File: config.mk
export PLATFORM = sky130hd
export DESIGN_NAME = ptsp_back
export DESIGN_NICKNAME = d
export VERILOG_FILES = /design/src/hdl/ptsp_pkg.sv /design/src/hdl/ptsp_back.sv
export SDC_FILE = /design/constraint.sdc
export NUM_CORES = 1
export LEC_CHECK = 0
export BUFFER_PORTS_ARGS = -buffer_cell sky130_fd_sc_hd__clkbuf_2
export CORE_ASPECT_RATIO = 1.1
export CORE_MARGIN = 1
export CORE_UTILIZATION = 55
export DETAILED_ROUTE_END_ITERATION = 16
export MAX_ROUTING_LAYER = met4
export PLACE_DENSITY = 0.77
export SLEW_MARGIN = 0
export SYNTH_ARGS = -nofsm -noshare
export SYNTH_HDL_FRONTEND = slang
export SYNTH_SLANG_ARGS = --single-unit
File: constraint.sdc
create_clock -name i_clk -period 7.4 [get_ports i_clk]
set_input_delay 0.74 -clock i_clk [delete_from_list [all_inputs] [get_ports i_clk]]
set_output_delay 0.74 -clock i_clk [all_outputs]
set_load 0.01 [all_outputs]
File: src/hdl/ptsp_pkg.sv
// Shared types, constants and the arctangent table for the pixel-to-servo pulse block.
// No dependencies; used by every module in this folder.
package ptsp_pkg;

    // Default parameter values.
    localparam int CORDIC_STAGES_DEF = 18;
    localparam int PIXEL_BITS_DEF    = 12;

    // Datapath widths.
    localparam int CORDIC_W = 44;   // holds Q16.24 tangent growth plus gain, signed
    localparam int Z_W      = 19;   // signed Q2.16 angle accumulator
    localparam int ANG_W    = 18;   // unsigned Q2.16 clamped angle
    localparam int PULSE_W  = 16;
    localparam int HOME_W   = 16;
    localparam int STEPS_W  = 16;
    localparam int SLOPE_W  = 24;
    localparam int HALF_W   = 12;
    localparam int CFG_IDX_W  = 4;
    localparam int CFG_DATA_W = 24;

    // Register indexes on the configuration port.
    localparam logic [CFG_IDX_W-1:0] CFG_PAN_HOME   = 4'd0;
    localparam logic [CFG_IDX_W-1:0] CFG_TILT_HOME  = 4'd1;
    localparam logic [CFG_IDX_W-1:0] CFG_PAN_STEPS  = 4'd2;
    localparam logic [CFG_IDX_W-1:0] CFG_TILT_STEPS = 4'd3;
    localparam logic [CFG_IDX_W-1:0] CFG_X_SLOPE    = 4'd4;
    localparam logic [CFG_IDX_W-1:0] CFG_Y_SLOPE    = 4'd5;
    localparam logic [CFG_IDX_W-1:0] CFG_HALF_W     = 4'd6;
    localparam logic [CFG_IDX_W-1:0] CFG_HALF_H     = 4'd7;

    // Reset values of the configuration registers.
    localparam logic [HOME_W-1:0]  HOME_RST  = 16'd6000;
    localparam logic [STEPS_W-1:0] STEPS_RST = 16'd2590;
    localparam logic [SLOPE_W-1:0] SLOPE_RST = 24'd0;
    localparam logic [HALF_W-1:0]  HALF_W_RST = 12'd160;
    localparam logic [HALF_W-1:0]  HALF_H_RST = 12'd120;

    // 1.0 in Q.24, the starting x of the vectoring rotation.
    localparam logic signed [CORDIC_W-1:0] X_INIT = 44'sd16777216;

    // One item travelling down the chain of rotation cells.
    typedef struct packed {
        logic                       valid;
        logic                       sub;    // subtract the angle term from home
        logic signed [CORDIC_W-1:0] x;
        logic signed [CORDIC_W-1:0] y;
        logic signed [Z_W-1:0]      z;
    } t_cell;

    // atan(2^-i) in Q2.16, rounded to nearest.
    function automatic logic [16:0] atan_q16(input logic [4:0] i);
        logic [16:0] v;
        case (i)
            5'd0:    v = 17'd51472;
            5'd1:    v = 17'd30386;
            5'd2:    v = 17'd16055;
            5'd3:    v = 17'd8150;
            5'd4:    v = 17'd4091;
            5'd5:    v = 17'd2047;
            5'd6:    v = 17'd1024;
            5'd7:    v = 17'd512;
            5'd8:    v = 17'd256;
            5'd9:    v = 17'd128;
            5'd10:   v = 17'd64;
            5'd11:   v = 17'd32;
            5'd12:   v = 17'd16;
            5'd13:   v = 17'd8;
            5'd14:   v = 17'd4;
            5'd15:   v = 17'd2;
            5'd16:   v = 17'd1;
            default: v = 17'd0;
        endcase
        return v;
    endfunction

endpackage

File: src/hdl/ptsp_back.sv
// Per-axis back end: clamp angle, scale by steps per radian, add to or subtract from home,
// truncate and saturate. Depends on ptsp_pkg.
module ptsp_back (
    input  logic                          i_clk,
    input  logic                          i_rst_n,
    input  ptsp_pkg::t_cell               i_cell,
    input  logic [ptsp_pkg::HOME_W-1:0]   i_home,
    input  logic [ptsp_pkg::STEPS_W-1:0]  i_steps,
    output logic                          o_valid,
    output logic [ptsp_pkg::PULSE_W-1:0]  o_pulse
);
    localparam int PW = ptsp_pkg::ANG_W + ptsp_pkg::STEPS_W;   // 34-bit product
    localparam int SW = PW + 2;                                  // signed sum

    logic                        r_v1, r_v2;
    logic                        r_sub;
    logic [PW-1:0]               r_prod;
    logic [ptsp_pkg::PULSE_W-1:0] r_pulse;

    logic [ptsp_pkg::ANG_W-1:0] ang;
    logic signed [SW-1:0]       base, prod_s, sum;
    logic [ptsp_pkg::PULSE_W-1:0] pulse;

    // Negative angles clamp to zero; a non-negative 19-bit z never exceeds the top.
    assign ang = i_cell.z[ptsp_pkg::Z_W-1] ? '0 : i_cell.z[ptsp_pkg::ANG_W-1:0];

    assign base   = signed'({{(SW - ptsp_pkg::HOME_W - 16){1'b0}}, i_home, 16'd0});
    assign prod_s = signed'({2'b00, r_prod});
    assign sum    = r_sub ? (base - prod_s) : (base + prod_s);

    always_comb begin
        if (sum[SW-1]) begin
            pulse = '0;
        end else if (|sum[SW-1:32]) begin
            pulse = '1;
        end else begin
            pulse = sum[31:16];
        end
    end

    always_ff @(posedge i_clk) begin
        if (!i_rst_n) begin
            r_v1 <= 1'b0;
            r_v2 <= 1'b0;
        end else begin
            r_v1 <= i_cell.valid;
            r_v2 <= r_v1;
        end
        r_prod  <= PW'(ang) * PW'(i_steps);
        r_sub   <= i_cell.sub;
        r_pulse <= pulse;
    end

    assign o_valid = r_v2;
    assign o_pulse = r_pulse;

endmodule

==> flow_summary.toml <==
[setup_path]
cp.arrival_ns = 7.05
crit_fanout = 14
endpoint_kind = "flip-flop"
crit_type = "in -> reg"
rrSetupSlack_ns = 4.44
r2r-end = "o_pulse[4]"
crit_path_start_kind = "primary input"
critPathRequiredTime_ns = 7.60
r2r_cells = 11
regToRegStartpoint = "r_prod[20]"

[floorplanning]
core.rowCount = 56
die-height_um = 159
initial_core_util_pct = 56.7
dieArea_sq_um = 22900
coreArea_sq_um = 21600
io_pins = 160
die_w_um = 144

[min_path]
whs_path_depth = 1
min_from = "r_v1"
min_path_type = "reg -> reg"
hold_path_end = "o_valid"

[grt]
overflow = 0
grt_use_total_pct = 26.5
grt_pass1_vias = 9662
grt_pass1_wl_um = 45900
grt_max_degree = 35
antenna_found_initial = 0

[place]
place_area_sq_um = 12900
dpl.hpwl_um = 21800
gp_congestion = 0.843
dpl_worst_slack_ns = 0.330
placedCellCount = 1727
io_buffers = 71

[cells_and_area]
final_cell_mix = "inv_1 (278), fa_1 (223), nand2_1 (167)"
layout-drive-gt1-share_pct = 9.13
nFillCells = 1907
layout_commonest_cell = "inv_1"
diodes = 0
fin_util_pct = 60.7
area_growth_pct = 6.93
final_cells = 1735
layout.nets = 1948
stdcell_area_sq_um = 13100

[status]
status = "finished, final reports clean"

[detailed_routing]
vias = 9508
routed_wl_um = 27500
post_drt_wl_per_cell_um = 15.8
first_iter_violations = 400
vias_per_cell = 5.48
first_pass_iters = 5
drc = 0
ant_nets = 0

[logic_synthesis]
synthesis.instances = 1393
synth_warnings = 0
syn-cell-area_sq_um = 12200
ys_types = 62
syn_nets = 1897
async_flop_share_pct = 0
ys_seq_elements = 53
syn_area_per_cell_sq_um = 8.79
ys_seq_area_share_pct = 8.66
synth-main-ff-cell = "dfxtp_1"
synth_edf_count = 0

[sta]
setup_viol = 0
fin_setup_tns_ns = 0
fmax_mhz = 146
finalHoldViolations = 0
rsz0062_at_grt = "false"
period_share_pct = 92.6
fin_ws_ns = 0.551
hold_ws_ns = 0.442
maxSlewViolCount = 0
worst_slew_margin_rel_pct = 57.2
min_period_ns = 6.85
tightestPinTransition_ns = 0.636
finClkSkew_ns = 0.0116

[clock_network]
cts_made_buffers = 5
cts_buffer_depth = 2
post-cts-setup-buffers = 0
h-tree-depth = 2
cts_hold_buf = 0
cts.reportedPaths.clkPinSlew_ns = 0.07
cts_root_buf = "clkbuf_16"
cts_resized = 0
cts_tree = "yes"
cts_sinks = 53
clock_latency_ns = 0.30

[flow_run]
max_cap_violations = 0

[power]
fin_total_pwr_mw = 3.81
ir_drop_mv = 0.241
p_leak_nw = 6.72
powerDensity_nw_per_um2 = 291
## worst max path at each step
stage | slack [ns] | to | start | cells past startpoint
after floorplan | 0.79 | r_prod[30] | i_cell[18] | 23
after global placement | 0.45 | r_prod[33] | i_cell[18] | 22
after detailed placement | 0.33 | r_prod[33] | i_cell[18] | 22
after CTS | 0.62 | r_prod[33] | i_cell[18] | 22
after global routing | 0.18 | r_prod[33] | i_cell[18] | 21
final | 0.55 | r_prod[33] | i_cell[18] | 22
## registers in the layout (all words and copies together) (netlist names)
| signal | cells |
|---|---|
| o_valid | 1 |
| r_prod | 34 |
| r_v1 | 1 |
| o_pulse | 16 |
| r_sub | 1 |
## cell families after synthesis
kind of cell	Yosys count	share of synthesized area, %
AO/OA/AOI/OAI	171	9.51
XOR/XNOR	43	3.08
adder cells (fa/ha/maj)	361	50.6
buffers and inverters	332	10.4
flip-flops	53	8.66
multiplexers	1	0.0919
AND/OR/NAND/NOR	432	17.7
## worst max-delay path, stage by stage
cell	delay, ns
clkbuf_2	0.19
nor2b_1	0.43
nand2_1	0.14
fa_1	0.51
fa_1	0.47
fa_1	0.55
inv_1	0.06
fa_1	0.48
fa_1	0.50
inv_1	0.05
fa_1	0.47
inv_1	0.04
ha_1	0.34
nand4_1	0.18
a21oi_1	0.20
a21oi_1	0.14
o31ai_1	0.60
or2_1	0.20
a31oi_1	0.15
o31ai_1	0.26
a21oi_1	0.12
xnor2_1	0.23
## synth_stat cells (all sizes together), types with 9 or more instances
| cell | n | share of area (%) |
|---|---|---|
| inv | 278 | 8.5 |
| fa | 223 | 36 |
| nand2 | 167 | 5.1 |
| and2 | 143 | 7.3 |
| ha | 138 | 14 |
| a21oi | 67 | 3.0 |
| dfxtp | 53 | 8.7 |
| clkbuf | 45 | 1.4 |
| nor2 | 40 | 1.2 |
| xnor2 | 34 | 2.4 |
| o21ai | 31 | 1.3 |
| nor2b | 26 | 1.3 |
| a211oi | 12 | 0.86 |
| nand3 | 12 | 0.49 |
| nor3 | 11 | 0.45 |
| o21bai | 10 | 0.61 |
| a21o | 9 | 0.55 |
| buf | 9 | 0.47 |
| xor2 | 9 | 0.64 |
## per-layer routing
metal	global-route usage [%]	vias up	routed length, um
met2	45.4	322	13900
li1	-	4386	-
met4	9.52	0	894
met3	1.83	63	1350
met5	-	-	0
met1	33.0	4737	11300
## final cells by class
type	instances	area, sq um	share of cell area [%]
clock buffers	6	139	1.06
clock inverters	2	16.3	0.124
inverters	278	1040	7.97
multi-input cells	1008	9910	75.7
flip-flops and latches	53	1060	8.10
well taps	290	363	2.77
repair buffers	98	558	4.26
## report_power, final
part           internal, mW  leakage, nW  switching (mW)
Clock                 0.136       0.0735           0.107
Combinational          1.32         6.20            1.77
Sequential            0.444        0.446          0.0457
Total                  1.89         6.72            1.92
(Power assumes the default switching activity.)
