### config.mk
export PLATFORM = sky130hd
export DESIGN_NAME = ptsp_cordic_cell
export DESIGN_NICKNAME = d
export VERILOG_FILES = /design/src/hdl/ptsp_pkg.sv /design/src/hdl/ptsp_cordic_cell.sv
export SDC_FILE = /design/constraint.sdc
export NUM_CORES = 1
export LEC_CHECK = 0
export BUFFER_PORTS_ARGS = -buffer_cell sky130_fd_sc_hd__buf_2
export CORE_ASPECT_RATIO = 1.5
export CORE_MARGIN = 5
export CORE_UTILIZATION = 58
export CTS_BUF_LIST = sky130_fd_sc_hd__clkbuf_4
export DETAILED_ROUTE_END_ITERATION = 6
export PLACE_DENSITY = 0.92
export SLEW_MARGIN = 20
export SYNTH_ARGS = -nofsm -noshare
export SYNTH_HDL_FRONTEND = slang
export SYNTH_SLANG_ARGS = --single-unit
### constraint.sdc
create_clock -name i_clk -period 3.2 [get_ports i_clk]
set_input_delay 0 -clock i_clk [delete_from_list [all_inputs] [get_ports i_clk]]
set_output_delay 0 -clock i_clk [all_outputs]
set_load 0.03 [all_outputs]
### src/hdl/ptsp_pkg.sv
// Shared types, constants and the arctangent table for the pixel-to-servo pulse block.
// No dependencies; used by every module in this folder.
package ptsp_pkg;

    // Default parameter values.
    localparam int CORDIC_STAGES_DEF = 18;
    localparam int PIXEL_BITS_DEF    = 12;

    // Datapath widths.
    localparam int CORDIC_W = 44;   // holds Q16.24 tangent growth plus gain, signed
    localparam int Z_W      = 19;   // signed Q2.16 angle accumulator
    localparam int ANG_W    = 18;   // unsigned Q2.16 clamped angle
    localparam int PULSE_W  = 16;
    localparam int HOME_W   = 16;
    localparam int STEPS_W  = 16;
    localparam int SLOPE_W  = 24;
    localparam int HALF_W   = 12;
    localparam int CFG_IDX_W  = 4;
    localparam int CFG_DATA_W = 24;

    // Register indexes on the configuration port.
    localparam logic [CFG_IDX_W-1:0] CFG_PAN_HOME   = 4'd0;
    localparam logic [CFG_IDX_W-1:0] CFG_TILT_HOME  = 4'd1;
    localparam logic [CFG_IDX_W-1:0] CFG_PAN_STEPS  = 4'd2;
    localparam logic [CFG_IDX_W-1:0] CFG_TILT_STEPS = 4'd3;
    localparam logic [CFG_IDX_W-1:0] CFG_X_SLOPE    = 4'd4;
    localparam logic [CFG_IDX_W-1:0] CFG_Y_SLOPE    = 4'd5;
    localparam logic [CFG_IDX_W-1:0] CFG_HALF_W     = 4'd6;
    localparam logic [CFG_IDX_W-1:0] CFG_HALF_H     = 4'd7;

    // Reset values of the configuration registers.
    localparam logic [HOME_W-1:0]  HOME_RST  = 16'd6000;
    localparam logic [STEPS_W-1:0] STEPS_RST = 16'd2590;
    localparam logic [SLOPE_W-1:0] SLOPE_RST = 24'd0;
    localparam logic [HALF_W-1:0]  HALF_W_RST = 12'd160;
    localparam logic [HALF_W-1:0]  HALF_H_RST = 12'd120;

    // 1.0 in Q.24, the starting x of the vectoring rotation.
    localparam logic signed [CORDIC_W-1:0] X_INIT = 44'sd16777216;

    // One item travelling down the chain of rotation cells.
    typedef struct packed {
        logic                       valid;
        logic                       sub;    // subtract the angle term from home
        logic signed [CORDIC_W-1:0] x;
        logic signed [CORDIC_W-1:0] y;
        logic signed [Z_W-1:0]      z;
    } t_cell;

    // atan(2^-i) in Q2.16, rounded to nearest.
    function automatic logic [16:0] atan_q16(input logic [4:0] i);
        logic [16:0] v;
        case (i)
            5'd0:    v = 17'd51472;
            5'd1:    v = 17'd30386;
            5'd2:    v = 17'd16055;
            5'd3:    v = 17'd8150;
            5'd4:    v = 17'd4091;
            5'd5:    v = 17'd2047;
            5'd6:    v = 17'd1024;
            5'd7:    v = 17'd512;
            5'd8:    v = 17'd256;
            5'd9:    v = 17'd128;
            5'd10:   v = 17'd64;
            5'd11:   v = 17'd32;
            5'd12:   v = 17'd16;
            5'd13:   v = 17'd8;
            5'd14:   v = 17'd4;
            5'd15:   v = 17'd2;
            5'd16:   v = 17'd1;
            default: v = 17'd0;
        endcase
        return v;
    endfunction

endpackage

### src/hdl/ptsp_cordic_cell.sv
// One vectoring CORDIC iteration with a fixed shift, registered.
// Depends on ptsp_pkg (cell struct, arctangent table).
module ptsp_cordic_cell #(
    parameter int STAGE = 0
) (
    input  logic            i_clk,
    input  logic            i_rst_n,
    input  ptsp_pkg::t_cell i_cell,
    output ptsp_pkg::t_cell o_cell
);
    ptsp_pkg::t_cell               r_cell;
    logic signed [ptsp_pkg::CORDIC_W-1:0] dx, dy;
    logic signed [ptsp_pkg::Z_W-1:0]      da;

    assign dx = i_cell.y >>> STAGE;
    assign dy = i_cell.x >>> STAGE;
    assign da = signed'(ptsp_pkg::Z_W'(ptsp_pkg::atan_q16(5'(STAGE))));

    always_ff @(posedge i_clk) begin
        if (!i_rst_n) begin
            r_cell.valid <= 1'b0;
        end else begin
            r_cell.valid <= i_cell.valid;
        end
        r_cell.sub <= i_cell.sub;
        // rotate toward y = 0
        if (!i_cell.y[ptsp_pkg::CORDIC_W-1]) begin
            r_cell.x <= i_cell.x + dx;
            r_cell.y <= i_cell.y - dy;
            r_cell.z <= i_cell.z + da;
        end else begin
            r_cell.x <= i_cell.x - dx;
            r_cell.y <= i_cell.y + dy;
            r_cell.z <= i_cell.z - da;
        end
    end

    assign o_cell = r_cell;

endmodule

==> flow_summary.ini <==
[routing]
ant_nets = 0
drc = 0
dr.first_iter.drc_count = 1158
routed_via_density = 6.191
firstDrtPassIters = 5
via_count = 11379
wl_um = 37040
wire_per_inst_um = 20.15

[placement]
port_buffers = 219
post-dp-hpwl_um = 29120
gp_congestion = 1.041
dp.cells = 1782
dpl_cell_area_um2 = 12010
dp_slack_ps = 146.9

[floorplanning]
ios = 220
initial_core_util_pct = 59.16
core_um2 = 17940
num_rows = 60
die-area_um2 = 21160
dieHeight_um = 175.7
die_w_um = 120.5

[grt]
overflow = 0
grtUsageMet3_pct = 4.575
use_met1_pct = 38.47
grt_pass1_vias = 11219
met2_usage_pct = 62.19
grtUsageTotal_pct = 34.02
grt_busiest_layer = met2
antenna_found_initial = 1
grt_pass1_wl_um = 58540
grt_max_degree = 79

[yosys]
synth_warnings = 0
ys_ff_latch = 108
syn_area_um2 = 10610
syn_avg_cell_area_um2 = 7.787
ys_seq_area_share_pct = 20.37
ys_types = 86
synth_flop_cell = dfxtp_1
synth-edff-count = 0
synthArstFlopShare_pct = 0
synthCells = 1363
syn_nets = 1636

[cts]
clkSinkCount = 108
htree_levels = 3
cts_buffer_depth = 2
root_buffer = clkbuf_4
cts_tree = yes
clk_pin_slew_ps = 190
cts_made_buffers = 9
postCtsSetupRepairBufs = 0

[power]
leakage_nw = 6.032
internal_power_mw = 3.002
vdd_drop_max_mv = 0.2455
p_clk_share_pct = 15.3
seqPwrFrac_pct = 31.1
finalPower_mw = 5.614
netSwitchingPower_mw = 2.612
comb_power_share_pct = 53.6
netSwitchingFraction_pct = 46.52
power_density_nw_per_um2 = 445.8

[status]
status = completed

[worst_setup_path]
crit_type = in2reg
critPathMaxFanout = 2
timing.critical_path.to_type = register
critical_path_arrival_ps = 3530
crit_slowest_cell = dlygate4sd3_1
worstPathRequired_ps = 3620
worst_setup_path_start_kind = primary input
crit_chain = dlygate4sd3_1 > buf_2 > inv_1 > fa_1 > nor2b_1 > o21ai_0 > a21boi_0 > o21ai_0 > a21oi_2 > nand4_1 > a31oi_2 > a21o_1 > a21oi_1 > xnor2_1 > dlygate4sd3_1
max_stage_delay_ps = 570
cp-startpoint = i_cell[4]

[layout]
drive_gt1_share_pct = 19.63
largest_reg_flops = 108
fin_util_pct = 70.19
syn_to_final_growth_pct = 18.65
layout_common_cells = 219 x buf_2, 158 x ha_1, 156 x a21oi_1
design_area_um2 = 12590
fin_nets = 1888
fin_cells = 1838
final_common_cell = buf_2

[sta]
finalHoldViolCount = 0
fin_crit_ps = 3107
drv_slew = 0
fmax_mhz = 321.9
relSlewSlack_pct = 39.23
fin_ws_ps = 93.43
worstMarginPinSlew_ps = 911.5
min_period_over_period_pct = 97.08
finalSetupViolCount = 0

[flow_run]
drv_cap = 0

[hold_path]
min_path_cells = 4
hp-start = i_cell[99]
holdPathEnd = o_cell[55]
hp-class = in2reg
-- per-stage QoR --
stage / hold WS, ps / TNS, ps
after floorplan: 27.72 / 0
after global placement: 104.0 / 0
after detailed placement: 104.3 / 0
after CTS: 1.161 / 0
after global routing: 11.11 / -45.92
final: 25.08 / 0
-- cells in the mapped netlist, types with 9 or more instances --
| library cell | instances | area share (%) |
|---|---|---|
| o21bai_1 | 38 | 2.7 |
| a31oi_1 | 12 | 0.71 |
| ha_1 | 158 | 19 |
| o21a_1 | 16 | 1.1 |
| mux2i_1 | 29 | 2.7 |
| nand3_1 | 21 | 0.99 |
| nor3_1 | 26 | 1.2 |
| buf_2 | 20 | 0.94 |
| nor2b_1 | 15 | 0.88 |
| nand4_1 | 17 | 1.0 |
| nor4_1 | 12 | 0.71 |
| a211oi_1 | 9 | 0.64 |
| o21ai_1 | 9 | 0.42 |
| dfxtp_1 | 108 | 20 |
| nor2_1 | 117 | 4.1 |
| xnor2_1 | 89 | 7.3 |
| a21oi_1 | 157 | 7.4 |
| a21o_1 | 24 | 1.7 |
| o21ai_0 | 77 | 3.6 |
| nand2b_1 | 10 | 0.59 |
| inv_1 | 137 | 4.8 |
| nand2_1 | 65 | 2.3 |
| o31ai_1 | 21 | 1.5 |
| buf_1 | 9 | 0.32 |
| clkbuf_1 | 21 | 0.74 |
-- critical path: cells and delay by family --
| family | cells | cell delay [ps] |
|---|---|---|
| AO/OA/AOI/OAI | 7 | 1310 |
| adder cells (fa/ha/maj) | 1 | 460 |
| buffers and inverters | 4 | 1320 |
| XOR/XNOR | 1 | 140 |
| AND/OR/NAND/NOR | 2 | 310 |
-- timing repair --
action / CTS / global route
hold buffers: 39 / 0
setup endpoints to repair: 0 / 6
endpoints found under the hold margin: 32 / 0
gates resized for setup: 0 / 4
-- cell families (layout without fill, tap and decap cells) --
| logic type | after synthesis | after routing | synth area share (%) |
|---|---|---|---|
| AO/OA/AOI/OAI | 452 | 452 | 27.88 |
| adder cells (fa/ha/maj) | 162 | 162 | 19.38 |
| XOR/XNOR | 97 | 97 | 8.004 |
| AND/OR/NAND/NOR | 312 | 312 | 13.79 |
| buffers and inverters | 203 | 460 | 7.839 |
| other | 0 | 1 | 0 |
| flip-flops | 108 | 108 | 20.37 |
| multiplexers | 29 | 29 | 2.735 |
-- layer usage --
layer | wire (um) | vias up | part of all wire (%)
met4 | 2030 | 0 | 5.5
met3 | 2793 | 163 | 7.5
met5 | 0 | - | 0
li1 | - | 5281 | -
met2 | 18790 | 665 | 51
met1 | 13430 | 5270 | 36
-- final cells by class --
type                            instances  area (um2)
Multi-Input combinational cell       1052        7639
Fill cell                            1425        5349
Sequential cell                       108        2162
Timing Repair Buffer                  301        1809
Inverter                              143       536.8
Tap cell                              217       271.5
Clock inverter                          7       105.1
Clock buffer                            9       67.56
Antenna cell                            1       2.502
-- power by group through the flow --
| stage | combinational [mW] | clock, mW | sequential, mW |
|---|---|---|---|
| after global routing | 3.20 | 0.924 | 1.77 |
| final | 3.01 | 0.860 | 1.75 |
| after CTS | 2.94 | 0.863 | 1.74 |
| after floorplan | 1.32 | 0 | 2.41 |
| after global placement | 2.85 | 0 | 1.76 |
| after detailed placement | 2.87 | 0 | 1.77 |
-- how the worst max path moves through the flow --
stage	cells after the start	slack [ps]	end
CTS	15	230	o_cell[62]
finish	15	90	o_cell[18]
floorplan	15	670	o_cell[18]
global route	15	-50	o_cell[18]
global placement	13	160	o_cell[103]
detailed placement	13	150	o_cell[103]
(Power assumes the default switching activity.)
