<file path="config.mk">
export PLATFORM = sky130hd
export DESIGN_NAME = ptsp_front
export DESIGN_NICKNAME = d
export VERILOG_FILES = /design/src/hdl/ptsp_pkg.sv /design/src/hdl/ptsp_front.sv
export SDC_FILE = /design/constraint.sdc
export NUM_CORES = 1
export LEC_CHECK = 0
export BUFFER_PORTS_ARGS = -buffer_cell sky130_fd_sc_hd__buf_2
export CAP_MARGIN = 30
export CORE_AREA = 2 2 113 224
export DETAILED_ROUTE_END_ITERATION = 8
export DIE_AREA = 0 0 115 226
export GPL_TIMING_DRIVEN = 0
export HOLD_SLACK_MARGIN = 0.15
export PLACE_DENSITY = 0.71
export SLEW_MARGIN = 15
export SYNTH_ARGS = -nofsm -noshare
export SYNTH_HDL_FRONTEND = slang
export SYNTH_SLANG_ARGS = --single-unit
</file>
<file path="constraint.sdc">
create_clock -name i_clk -period 14.5 [get_ports i_clk]
set_input_delay 2.175 -clock i_clk [delete_from_list [all_inputs] [get_ports i_clk]]
set_output_delay 2.175 -clock i_clk [all_outputs]
set_load 0.01 [all_outputs]
</file>
<file path="src/hdl/ptsp_pkg.sv">
// Shared types, constants and the arctangent table for the pixel-to-servo pulse block.
// No dependencies; used by every module in this folder.
package ptsp_pkg;

    // Default parameter values.
    localparam int CORDIC_STAGES_DEF = 18;
    localparam int PIXEL_BITS_DEF    = 12;

    // Datapath widths.
    localparam int CORDIC_W = 44;   // holds Q16.24 tangent growth plus gain, signed
    localparam int Z_W      = 19;   // signed Q2.16 angle accumulator
    localparam int ANG_W    = 18;   // unsigned Q2.16 clamped angle
    localparam int PULSE_W  = 16;
    localparam int HOME_W   = 16;
    localparam int STEPS_W  = 16;
    localparam int SLOPE_W  = 24;
    localparam int HALF_W   = 12;
    localparam int CFG_IDX_W  = 4;
    localparam int CFG_DATA_W = 24;

    // Register indexes on the configuration port.
    localparam logic [CFG_IDX_W-1:0] CFG_PAN_HOME   = 4'd0;
    localparam logic [CFG_IDX_W-1:0] CFG_TILT_HOME  = 4'd1;
    localparam logic [CFG_IDX_W-1:0] CFG_PAN_STEPS  = 4'd2;
    localparam logic [CFG_IDX_W-1:0] CFG_TILT_STEPS = 4'd3;
    localparam logic [CFG_IDX_W-1:0] CFG_X_SLOPE    = 4'd4;
    localparam logic [CFG_IDX_W-1:0] CFG_Y_SLOPE    = 4'd5;
    localparam logic [CFG_IDX_W-1:0] CFG_HALF_W     = 4'd6;
    localparam logic [CFG_IDX_W-1:0] CFG_HALF_H     = 4'd7;

    // Reset values of the configuration registers.
    localparam logic [HOME_W-1:0]  HOME_RST  = 16'd6000;
    localparam logic [STEPS_W-1:0] STEPS_RST = 16'd2590;
    localparam logic [SLOPE_W-1:0] SLOPE_RST = 24'd0;
    localparam logic [HALF_W-1:0]  HALF_W_RST = 12'd160;
    localparam logic [HALF_W-1:0]  HALF_H_RST = 12'd120;

    // 1.0 in Q.24, the starting x of the vectoring rotation.
    localparam logic signed [CORDIC_W-1:0] X_INIT = 44'sd16777216;

    // One item travelling down the chain of rotation cells.
    typedef struct packed {
        logic                       valid;
        logic                       sub;    // subtract the angle term from home
        logic signed [CORDIC_W-1:0] x;
        logic signed [CORDIC_W-1:0] y;
        logic signed [Z_W-1:0]      z;
    } t_cell;

    // atan(2^-i) in Q2.16, rounded to nearest.
    function automatic logic [16:0] atan_q16(input logic [4:0] i);
        logic [16:0] v;
        case (i)
            5'd0:    v = 17'd51472;
            5'd1:    v = 17'd30386;
            5'd2:    v = 17'd16055;
            5'd3:    v = 17'd8150;
            5'd4:    v = 17'd4091;
            5'd5:    v = 17'd2047;
            5'd6:    v = 17'd1024;
            5'd7:    v = 17'd512;
            5'd8:    v = 17'd256;
            5'd9:    v = 17'd128;
            5'd10:   v = 17'd64;
            5'd11:   v = 17'd32;
            5'd12:   v = 17'd16;
            5'd13:   v = 17'd8;
            5'd14:   v = 17'd4;
            5'd15:   v = 17'd2;
            5'd16:   v = 17'd1;
            default: v = 17'd0;
        endcase
        return v;
    endfunction

endpackage

</file>
<file path="src/hdl/ptsp_front.sv">
// Per-axis front end: offset from the image half size, then tangent = offset * slope.
// Depends on ptsp_pkg; feeds the first rotation cell.
module ptsp_front #(
    parameter int   PIXEL_BITS = ptsp_pkg::PIXEL_BITS_DEF,
    parameter logic NEAR_ADDS  = 1'b1
) (
    input  logic                          i_clk,
    input  logic                          i_rst_n,
    input  logic                          i_valid,
    input  logic [PIXEL_BITS-1:0]         i_pixel,
    input  logic [ptsp_pkg::HALF_W-1:0]   i_half,
    input  logic [ptsp_pkg::SLOPE_W-1:0]  i_slope,
    output ptsp_pkg::t_cell               o_cell
);
    localparam int OW = (PIXEL_BITS > ptsp_pkg::HALF_W) ? PIXEL_BITS : ptsp_pkg::HALF_W;
    localparam int TW = OW + ptsp_pkg::SLOPE_W;

    logic          r_v1, r_v2;
    logic          r_sub1, r_sub2;
    logic [OW-1:0] r_d;
    logic [TW-1:0] r_t;

    logic [OW-1:0] p_ext, h_ext;
    logic          near;

    assign p_ext = OW'(i_pixel);
    assign h_ext = OW'(i_half);
    assign near  = (p_ext <= h_ext);

    always_ff @(posedge i_clk) begin
        if (!i_rst_n) begin
            r_v1 <= 1'b0;
            r_v2 <= 1'b0;
        end else begin
            r_v1 <= i_valid;
            r_v2 <= r_v1;
        end
        r_d    <= near ? (h_ext - p_ext) : (p_ext - h_ext);
        r_sub1 <= (near != NEAR_ADDS);
        r_t    <= TW'(r_d) * TW'(i_slope);
        r_sub2 <= r_sub1;
    end

    always_comb begin
        o_cell.valid = r_v2;
        o_cell.sub   = r_sub2;
        o_cell.x     = ptsp_pkg::X_INIT;
        o_cell.y     = signed'({{(ptsp_pkg::CORDIC_W - TW){1'b0}}, r_t});
        o_cell.z     = '0;
    end

endmodule

</file>
==> run metrics <==
Tmin final=7.63 ns; CTS Buf Count=5; CP peak stage delay=0.68 ns; Critical Path, Cell by Cell=buf_2 -> clkbuf_1 -> nand2_1 -> fa_1 -> fa_1 -> inv_1 -> fa_1 -> fa_1 -> inv_1 -> fa_1 -> inv_1 -> ha_1 -> nand2_1 -> a211oi_2 -> o2111ai_1 -> o211a_1 -> o21ai_1 -> a31oi_1 -> xnor2_1; wire per inst=17.3 µm; # hold bufs at CTS=0; post-synthesis average cell area=8.58 µm²; Slew HR=49.5%; clock buffer depth=2; Setup crit end kind=flip-flop; synthesized cell area=0.0119 mm²; critical path arrival=7.82 ns; Yosys warnings=0; Distinct cells, synth=62; Ports=160; Async S/R FF share, synth=0%; Slowest-stage cell, CP=a211oi_2; Crit Path Class=input port to flip-flop; antenna-violating nets left=0; drt first pass iters=5; leading area contributor after synthesis=fa_1; setup violators final=0; DRC errors left=0; core area=0.0243 mm²; Die W=115 µm; Cells after Synth=1386; Final period util=52.6%; Setup TNS Final=0 ns; CTS tree=done; Post-DP Area=0.0130 mm²; Most used DFF post-synth=dfxtp_1; status=complete, no violations; Die Y=226 µm; global-route wire length before repair=50.8 mm; Max Slew Vio Count=0; hpwl dp=27.5 mm; Initial DRC Count=500; Initial Utilization=48.9%; Yosys top cell area share=37.4%; register bit total from synthesis=52; CP required=14.69 ns; startpoint types=input port; Layout Skew=0.00735 ns; Rows=81; largest net degree at the start of global routing=16; commonest non-fill, non-tap cell in the layout=inv_1; achievable frequency=0.131 GHz; class of the worst hold path=flip-flop to flip-flop; vias in the first global route=10.3k; Detailed Route WL=31.8 mm; clock sink count=52; gr usage total=26.1%; Post-synth EDFFs=0; Layout area overhead=10.3%; clk_lat worst skew=0.31 ns; Via Count=9479; fill count=2332; sequential fraction of the synthesis area=8.76%; peak fanout along the critical path=10; RSZ-0062 raised after global routing=no; worst slew pin tran=0.757 ns; top post-synthesis cells by area=fa_1 37%, ha_1 10%, inv_1 8.8%, dfxtp_1 8.8%, nand2_1 7.2%; initial antenna violation count=0; Post-Layout Inst Area=0.0131 mm²; Max-Cap Viols=0; routed vias/inst=5.15; commonest cells after routing, fill and taps aside=278 x inv_1, 229 x nand2_1, 222 x fa_1; routability cong.=0.976; Resized Gates After CTS=0; Die Area=0.0260 mm²; total setup buffers inserted after CTS=0; Top cell by count, worst path=fa_1; CTS H-tree lvls=2; clock slew at reported path FFs=0.07 ns; IO buf count=88; Root Driver=clkbuf_16; endpoints failing hold=0; grt total ovfl=0; NumNets Final=1920; share of cells above drive strength 1=12.7%
-- worst max-delay path, delay by kind of cell --
| family | cells | cell delay [ns] |
|---|---|---|
| adder cells (fa/ha/maj) | 6 | 2.85 |
| AND/OR/NAND/NOR | 2 | 0.45 |
| buffers and inverters | 5 | 0.68 |
| XOR/XNOR | 1 | 0.15 |
| AO/OA/AOI/OAI | 5 | 1.49 |
-- flip-flops by register name, indices dropped and copies added (netlist names) --
signal  flops
r_t        36
r_d        12
r_sub1      1
r_sub2      1
r_v1        1
r_v2        1
-- routing by layer --
| layer | up-vias | wire [µm] | global-route usage [%] |
|---|---|---|---|
| met2 | 341 | 17600 | 50.6 |
| met5 | - | 0 | 0 |
| met4 | 0 | 3170 | 22.0 |
| li1 | 4389 | - | - |
| met1 | 4616 | 9280 | 22.4 |
| met3 | 133 | 1730 | 3.52 |
-- cell usage after synthesis (3+ instances only) --
| cell | instances |
|---|---|
| nand2b_1 | 7 |
| and2_1 | 84 |
| nand4_1 | 10 |
| buf_2 | 8 |
| and3_1 | 7 |
| nor3_1 | 5 |
| nand2_1 | 229 |
| a31o_2 | 3 |
| a211oi_1 | 6 |
| o211ai_1 | 8 |
| mux2i_1 | 3 |
| clkbuf_1 | 57 |
| dfxtp_1 | 52 |
| inv_1 | 278 |
| nand3_1 | 9 |
| ha_1 | 97 |
| o21ai_0 | 14 |
| xnor2_1 | 24 |
| o21a_1 | 7 |
| nor2b_1 | 6 |
| a311oi_1 | 3 |
| o211a_1 | 3 |
| xor2_1 | 15 |
| buf_6 | 3 |
| a211o_1 | 4 |
| a31oi_1 | 11 |
| a21o_1 | 23 |
| a21oi_1 | 37 |
| nor2_1 | 30 |
| fa_1 | 222 |
| o21ai_1 | 9 |
| buf_4 | 73 |
-- metrics by stage --
step           hold WS (ns)  setup slack, ns  utilization, %  cells
6_report              0.333             6.87            53.9   1842
3_5_place_dp          0.317             6.61            53.3   1833
3_3_place_gp          0.311             6.21            53.2   1833
4_1_cts               0.337             6.93            53.9   1841
2_1_floorplan         0.310             7.57               -   1455
5_1_grt               0.350             6.66            53.9   1841
-- area by class of cell --
cell class	instances	area [µm²]	area share (%)
sequential	52	1040	7.94
tap	290	363	2.77
clock inverter	1	7.51	0.0573
clock buffer	7	143	1.09
multi-input combinational	984	9230	70.4
buffer	141	836	6.38
timing repair buffer	88	440	3.36
antenna	1	2.50	0.0191
inverter	278	1040	7.96
-- final timing paths --
path | startpoint | slack, ns | endpoint | depth (start not counted)
worst max-delay path | i_slope[4] | 6.87 | r_t[30]$_DFF_P_ | 19
worst min-delay path | r_sub1$_DFF_P_ | 0.33 | r_sub2$_DFF_P_ | 0
worst max register to register | r_d[4]$_DFF_P_ | 8.22 | r_t[30]$_DFF_P_ | 18
worst min register to register | r_sub1$_DFF_P_ | 0.33 | r_sub2$_DFF_P_ | 0
-- kinds of logic (layout without fill, tap and decap cells) --
family | count (synthesis) | after routing | share of synthesized area (%)
XOR/XNOR | 39 | 39 | 2.87
other | 2 | 72 | 0.0632
AND/OR/NAND/NOR | 396 | 396 | 15.3
buffers and inverters | 419 | 515 | 15.8
flip-flops | 52 | 52 | 8.76
adder cells (fa/ha/maj) | 319 | 319 | 47.6
multiplexers | 4 | 4 | 0.347
AO/OA/AOI/OAI | 155 | 155 | 9.22
Power is not shown: default switching activity piles up to over one toggle a cycle in this logic, so the estimate is an artifact.
